--- src/sv/skst_pkg.sv ---
// Shared types and codes for the sorted key set table.
package skst_pkg;

    localparam int CAPACITY_DEF = 128;
    localparam int KEY_W        = 32;
    localparam int COUNT_OUT_W  = 8;

    typedef enum logic [1:0] {
        KIND_LOOKUP = 2'd0,
        KIND_INSERT = 2'd1,
        KIND_DELETE = 2'd2
    } t_kind;

    typedef enum logic [1:0] {
        ST_DONE    = 2'd0,
        ST_ABSENT  = 2'd1,
        ST_PRESENT = 2'd2,
        ST_FULL    = 2'd3
    } t_status;

    typedef enum logic [2:0] {
        S_IDLE,
        S_SCAN,
        S_INS,
        S_DEL,
        S_OUT
    } t_state;

endpackage

--- src/sv/sorted_key_set_table_top.sv ---
// Sorted key set table: lookup, insert and delete over a sorted key memory.
//
//  channel   | direction | handshake          | payload
//  ----------+-----------+--------------------+------------------------------
//  command   | in        | start / busy       | i_kind, i_key
//  result    | out       | o_valid (1 cycle)  | o_status, o_entry_count
//
// A transaction scans the memory from entry 0, one read per cycle, up to the
// first key not below the requested one, then an insert or delete moves the
// tail up or down one entry per cycle. Busy holds through the strobe cycle, so
// the next command is accepted in the cycle after the strobe at the earliest.
// Reset (i_rst_n low, synchronous) empties the set; memory contents are kept.
// The receiver cannot stall; busy stays high until the result strobe is done.
module sorted_key_set_table_top
    import skst_pkg::*;
#(
    parameter int CAPACITY = CAPACITY_DEF
) (
    input  logic                   i_clk,
    input  logic                   i_rst_n,
    input  logic                   start,
    output logic                   busy,
    input  logic [1:0]             i_kind,
    input  logic signed [KEY_W-1:0] i_key,
    output logic                   o_valid,
    output logic [1:0]             o_status,
    output logic [COUNT_OUT_W-1:0] o_entry_count
);

    localparam int AW = $clog2(CAPACITY);
    localparam int CW = $clog2(CAPACITY + 1);

    t_state             r_state, n_state;
    logic [CW-1:0]      r_pos, n_pos;
    logic               r_pend, n_pend;
    logic [CW-1:0]      r_count, n_count;
    logic [KEY_W-1:0]   r_carry, n_carry;
    t_status            r_status, n_status;
    logic [1:0]         r_kind;
    logic [KEY_W-1:0]   r_key;

    logic               w_we;
    logic [AW-1:0]      w_waddr;
    logic [KEY_W-1:0]   w_wdata;
    logic [AW-1:0]      w_raddr;
    logic [KEY_W-1:0]   w_rdata;

    logic [CW-1:0]      w_pos_p1;
    logic [CW-1:0]      w_pos_p2;
    logic               w_at_end;
    logic               w_less;
    logic               w_hit;
    logic               w_decide;
    logic               w_full;
    logic               w_accept;

    skst_ram #(
        .WIDTH (KEY_W),
        .DEPTH (CAPACITY),
        .AW    (AW)
    ) u_store (
        .i_clk   (i_clk),
        .i_we    (w_we),
        .i_waddr (w_waddr),
        .i_wdata (w_wdata),
        .i_raddr (w_raddr),
        .o_rdata (w_rdata)
    );

    assign w_accept = start && !busy;
    assign w_pos_p1 = r_pos + CW'(1);
    assign w_pos_p2 = r_pos + CW'(2);
    assign w_at_end = (r_pos == r_count);
    assign w_less   = $signed(w_rdata) < $signed(r_key);
    assign w_hit    = !w_at_end && r_pend && (w_rdata == r_key);
    assign w_decide = w_at_end || (r_pend && !w_less);
    assign w_full   = (r_count == CW'(CAPACITY));

    // next state
    always_comb begin
        n_state = r_state;
        unique case (r_state)
            S_IDLE: begin
                if (w_accept) begin
                    n_state = S_SCAN;
                end
            end
            S_SCAN: begin
                if (w_decide) begin
                    priority if (r_kind == KIND_INSERT && !w_hit && !w_full && !w_at_end) begin
                        n_state = S_INS;
                    end else if (r_kind == KIND_DELETE && w_hit) begin
                        n_state = S_DEL;
                    end else begin
                        n_state = S_OUT;
                    end
                end
            end
            S_INS: begin
                if (w_at_end) begin
                    n_state = S_OUT;
                end
            end
            S_DEL: begin
                if (w_pos_p1 == r_count) begin
                    n_state = S_OUT;
                end
            end
            S_OUT: begin
                n_state = S_IDLE;
            end
            default: begin
                n_state = S_IDLE;
            end
        endcase
    end

    // datapath and memory control
    always_comb begin
        n_pos    = r_pos;
        n_pend   = r_pend;
        n_count  = r_count;
        n_carry  = r_carry;
        n_status = r_status;
        w_we     = 1'b0;
        w_waddr  = r_pos[AW-1:0];
        w_wdata  = r_key;
        w_raddr  = r_pos[AW-1:0];
        unique case (r_state)
            S_IDLE: begin
                n_pos  = '0;
                n_pend = 1'b0;
            end
            S_SCAN: begin
                w_raddr = r_pend ? w_pos_p1[AW-1:0] : r_pos[AW-1:0];
                if (!w_decide) begin
                    n_pend = 1'b1;
                    n_pos  = r_pend ? w_pos_p1 : r_pos;
                end else begin
                    unique case (r_kind)
                        KIND_INSERT: begin
                            priority if (w_hit) begin
                                n_status = ST_PRESENT;
                            end else if (w_full) begin
                                n_status = ST_FULL;
                            end else begin
                                n_status = ST_DONE;
                                w_we     = 1'b1;
                                w_wdata  = r_key;
                                n_carry  = w_rdata;
                                if (w_at_end) begin
                                    n_count = r_count + CW'(1);
                                end else begin
                                    n_pos = w_pos_p1;
                                end
                            end
                        end
                        KIND_DELETE: begin
                            n_status = w_hit ? ST_DONE : ST_ABSENT;
                        end
                        default: begin
                            n_status = w_hit ? ST_DONE : ST_ABSENT;
                        end
                    endcase
                end
            end
            S_INS: begin
                w_we    = 1'b1;
                w_wdata = r_carry;
                n_carry = w_rdata;
                w_raddr = w_pos_p1[AW-1:0];
                if (w_at_end) begin
                    n_count = r_count + CW'(1);
                end else begin
                    n_pos = w_pos_p1;
                end
            end
            S_DEL: begin
                w_raddr = w_pos_p2[AW-1:0];
                if (w_pos_p1 == r_count) begin
                    n_count = r_count - CW'(1);
                end else begin
                    w_we    = 1'b1;
                    w_wdata = w_rdata;
                    n_pos   = w_pos_p1;
                end
            end
            S_OUT: begin
            end
            default: begin
            end
        endcase
    end

    // outputs
    always_comb begin
        busy          = (r_state != S_IDLE);
        o_valid       = (r_state == S_OUT);
        o_status      = r_status;
        o_entry_count = COUNT_OUT_W'(r_count);
    end

    always_ff @(posedge i_clk) begin
        if (!i_rst_n) begin
            r_state <= S_IDLE;
            r_pos   <= '0;
            r_pend  <= 1'b0;
            r_count <= '0;
        end else begin
            r_state <= n_state;
            r_pos   <= n_pos;
            r_pend  <= n_pend;
            r_count <= n_count;
        end
    end

    always_ff @(posedge i_clk) begin
        r_carry  <= n_carry;
        r_status <= n_status;
        if (w_accept) begin
            r_kind <= i_kind;
            r_key  <= i_key;
        end
    end

    a_count_range: assert property (@(posedge i_clk) disable iff (!i_rst_n)
        r_count <= CW'(CAPACITY))
        else $error("entry count above capacity");

    a_single_strobe: assert property (@(posedge i_clk) disable iff (!i_rst_n)
        o_valid |=> !o_valid)
        else $error("result strobe longer than one cycle");

    a_full_count: assert property (@(posedge i_clk) disable iff (!i_rst_n)
        (o_valid && o_status == ST_FULL) |-> w_full)
        else $error("store full reported below capacity");

    a_count_moves_at_end: assert property (@(posedge i_clk) disable iff (!i_rst_n)
        (r_count != $past(r_count)) |-> (r_state == S_OUT))
        else $error("entry count changed outside result cycle");

    a_accept_busy: assert property (@(posedge i_clk) disable iff (!i_rst_n)
        w_accept |=> busy)
        else $error("busy not raised after accepted transaction");

endmodule

--- src/sv/skst_ram.sv ---
// Generic single-write, single-read RAM with registered read data.
module skst_ram #(
    parameter int WIDTH = 32,
    parameter int DEPTH = 128,
    parameter int AW    = $clog2(DEPTH)
) (
    input  logic             i_clk,
    input  logic             i_we,
    input  logic [AW-1:0]    i_waddr,
    input  logic [WIDTH-1:0] i_wdata,
    input  logic [AW-1:0]    i_raddr,
    output logic [WIDTH-1:0] o_rdata
);

    logic [WIDTH-1:0] r_mem [DEPTH];
    logic [WIDTH-1:0] r_rdata;

    always_ff @(posedge i_clk) begin
        if (i_we) begin
            r_mem[i_waddr] <= i_wdata;
        end
        r_rdata <= r_mem[i_raddr];
    end

    assign o_rdata = r_rdata;

endmodule

--- config.mk ---
export PLATFORM = sky130hd
export DESIGN_NAME = sorted_key_set_table_top
export DESIGN_NICKNAME = d
export VERILOG_FILES = /design/src/sv/skst_pkg.sv /design/src/sv/sorted_key_set_table_top.sv /design/src/sv/skst_ram.sv
export SDC_FILE = /design/constraint.sdc
export NUM_CORES = 2
export LEC_CHECK = 0
export ABC_AREA = 1
export BUFFER_PORTS_ARGS = -buffer_cell sky130_fd_sc_hd__clkbuf_2
export CORE_MARGIN = 1
export CORE_UTILIZATION = 32
export CTS_CLUSTER_SIZE = 25
export DETAILED_ROUTE_END_ITERATION = 8
export GPL_ROUTABILITY_DRIVEN = 0
export PLACE_DENSITY_LB_ADDON = 0.08
export SLEW_MARGIN = 20
export SYNTH_ARGS = -nofsm -noshare
export SYNTH_HDL_FRONTEND = slang
export SYNTH_HIERARCHICAL = 1
export SYNTH_SLANG_ARGS = --single-unit
--- constraint.sdc ---
create_clock -name i_clk -period 9.6 [get_ports i_clk]
set_clock_uncertainty 0.2 [all_clocks]
set_input_delay 1.44 -clock i_clk [delete_from_list [all_inputs] [get_ports i_clk]]
set_output_delay 1.44 -clock i_clk [all_outputs]
set_load 0.03 [all_outputs]
==> impl_metrics.yaml <==
logic_synthesis:
  synth-xor-area-share_pct: 0.118
  synth-main-ff-cell: "edfxtp_1"
  yosys.area.top_type: "edfxtp_1"
  synth_simple_gate_area_share_pct: 22.0
  synthCells: 14000
  muxShareOfSynthArea_pct: 0
  synth_edf_count: 4164
  synth_area_sq_um: 170000
  ys_ff_latch: 4216
  synth_adder_area_share_pct: 0.306
  synthDistinctLibCells: 46
  synth_nets: 14100
  yosys_warnings: 6
  synth_top_family_by_area: "simple AND/OR/NAND/NOR gates"
  async_flop_share_pct: 0
  synth_top_area_share_pct: 73.5
  synth_compound_area_share_pct: 0.436
  netlist_top_cells_area: "edfxtp_1 73%, nand3_1 12%, nand2_1 9.5%, buf_2 1.8%, dfxtp_1 0.61%"
  synth.avg_cell_area_sq_um: 12.1
  ys_seq_area_share_pct: 74.1
worst_setup_path:
  cp_max_fo: 63
  worst_path_most_repeated_cell: "nand3_1"
  critical_path_class: "reg -> reg"
  cp_data_arrival_time_ns: 7.14
  slowest_delay_ns: 0.83
  slowest_stage: "buf_4"
  required_ns: 10.33
  path_cells: "inv_2 > nor2_2 > inv_1 > nand2_1 > nand2_1 > inv_1 > o221ai_4 > inv_8 > buf_4 > buf_4 > nand3_1 > nand3_1 > nand3_1 > nand3_1 > nand3_1 > nand2_1"
  cp-start-kind: "register"
  crit_path_end_kind: "register"
  reg2reg_depth: 16
clock_tree:
  post_cts_buffers: 0
  hold_buffers: 0
  cts.sinks: 4216
  clk_latency_ns: 1.05
  cts_resized: 0
  cts_tree: "yes"
  clock_path_buffers: 4
  numCtsBuffers: 475
  clkSlewWorstSetupHoldPaths_ns: 0.06
  cts-root-buf: "clkbuf_16"
  htreeDepth: 5
die:
  placementRows: 267
  die_area_sq_um: 535000
  initial_utilization_pct: 32.2
  ioPinCount: 49
  core-area_sq_um: 529000
  die_w_um: 731
  die_h_um: 731
timing:
  final-setup-viol-count: 0
  slew_headroom_pct: 10.3
  period_needed_ns: 6.40
  setup_tns_ns: 0
  period_share_pct: 66.7
  drv_slew: 0
  final_hold_viol_count: 0
  rsz0062_at_grt: "false"
  max_freq_mhz: 156
  setup_ws_ns: 3.20
  worst-slew-pin-transition_ns: 1.35
final_layout:
  nNetsFinal: 14100
  area_delta_synth_final_pct: 15.4
  layout_common_cells: "4304 x nand2_1, 4164 x edfxtp_1, 4052 x nand3_1, 479 x clkbuf_16, 182 x buf_4"
  drive_gt1_share_pct: 8.68
  final_util_pct: 37.1
  final_common_cell: "nand2_1"
routing:
  routedWlPerCell_um: 29.8
  drc_errors: 0
  drtIter0Drc: 13000
  wl_um: 640000
  viasPerCell: 5.25
  first_pass_iters: 5
  vias: 113000
  detail-route-antenna-nets: 0
place:
  portBuffers: 48
  dpl.hpwl_um: 373000
  place_ws_ns: 3.50
min_path:
  min_path_cells: 0
  hold_class: "reg -> reg"
power:
  finalPower_mw: 64.2
  power_density_nw_per_um2: 327
  p_leak_nw: 66.8
  peakVddDrop_uv: 289
global_route:
  grt_first_pass_wirelength_um: 882000
  grt.overflow.total: 0
  grt_use_total_pct: 23.3
  grt_max_degree: 158
  first_global_vias: 106000
  antenna_found_initial: 45
outcome:
  status: "complete, no violations"
flow_run:
  cap_violations: 0
==> worst max-delay path: cells and delay by family (launching register included) <==
family / cells / cell delay [ns]
flops: 1 / 0.41
buf+inv: 6 / 2.54
simple gates: 9 / 2.71
compound gates: 1 / 0.28
==> layer usage <==
metal	vias up	track usage (%)	share of wire, %
li1	50300	-	-
met3	804	3.11	6.3
met1	57300	32.7	44
met4	2	8.57	4.0
met5	-	0	0.0017
met2	4183	37.0	46
==> registers in the layout (all words and copies together), names as in the netlist, 3 cells and up <==
register         count
o_entry_count        8
r_carry             32
r_key               32
r_pos                8
r_state              3
u_store/o_rdata     32
u_store/r_mem     4096
==> Yosys cell counts (2+ instances only) <==
cell,count
nand3_1,4052
ha_1,40
o21ai_0,19
nor4_1,2
dfxtp_1,52
nand3_2,3
o21a_1,2
nand4_1,9
inv_2,19
o221ai_1,3
nor3_1,11
nand2_2,5
buf_4,88
edfxtp_1,4164
o21ai_1,3
buf_1,100
inv_1,96
a22oi_1,3
xnor2_1,9
o211ai_1,11
nand2_1,4312
buf_6,13
a21oi_1,50
nor2_2,3
nor2_1,197
nor2_4,4
a31oi_1,12
o2111ai_1,10
buf_2,606
o22ai_1,4
xor2_1,14
clkbuf_1,118
inv_4,2
==> cell families after synthesis <==
kind of cell	Yosys count
AOI/OAI and AO/OA	123
and+or+nand+nor	8603
buffers and inverters	1043
adders and majority gates	41
xor gates and xnor gates	23
DFF	4216
==> through the flow <==
step | std cells | instance area, sq um | hold WS [ns]
2_1_floorplan | 14000 | 170000 | 0.208
3_3_place_gp | 20400 | 179000 | 0.231
3_5_place_dp | 20500 | 181000 | 0.235
4_1_cts | 21400 | 196000 | 0.250
5_1_grt | 21400 | 196000 | 0.252
6_report | 21400 | 196000 | 0.251
==> area by class of cell <==
| class | count | area (sq um) |
|---|---|---|
| fill | 51000 | 333000 |
| sequential | 4216 | 126000 |
| multi-input combinational | 8790 | 40500 |
| clock buffer | 618 | 12600 |
| tap | 6994 | 8750 |
| timing repair buffer | 416 | 5810 |
| clock inverter | 254 | 2030 |
| inverter | 117 | 492 |
| antenna | 25 | 62.6 |
==> final timing paths <==
kind | from | end | slack [ns]
worst min-delay path | u_store/o_rdata[0]$_DFF_P_ | r_carry[0]$_DFFE_PP_ | 0.25
worst max register to register | r_state[0]$_SDFFE_PN0P_ | u_store/o_rdata[27]$_DFF_P_ | 3.20
worst min register to register | u_store/o_rdata[0]$_DFF_P_ | r_carry[0]$_DFFE_PP_ | 0.25
worst max-delay path | r_state[0]$_SDFFE_PN0P_ | u_store/o_rdata[27]$_DFF_P_ | 3.20
==> power breakdown <==
| group | internal (mW) | switching (mW) |
|---|---|---|
| Clock | 9.78 | 7.60 |
| Sequential | 22.9 | 0.283 |
| Combinational | 4.84 | 18.8 |
| Total | 37.5 | 26.7 |
No activity file was read; power rests on OpenSTA's default activity.
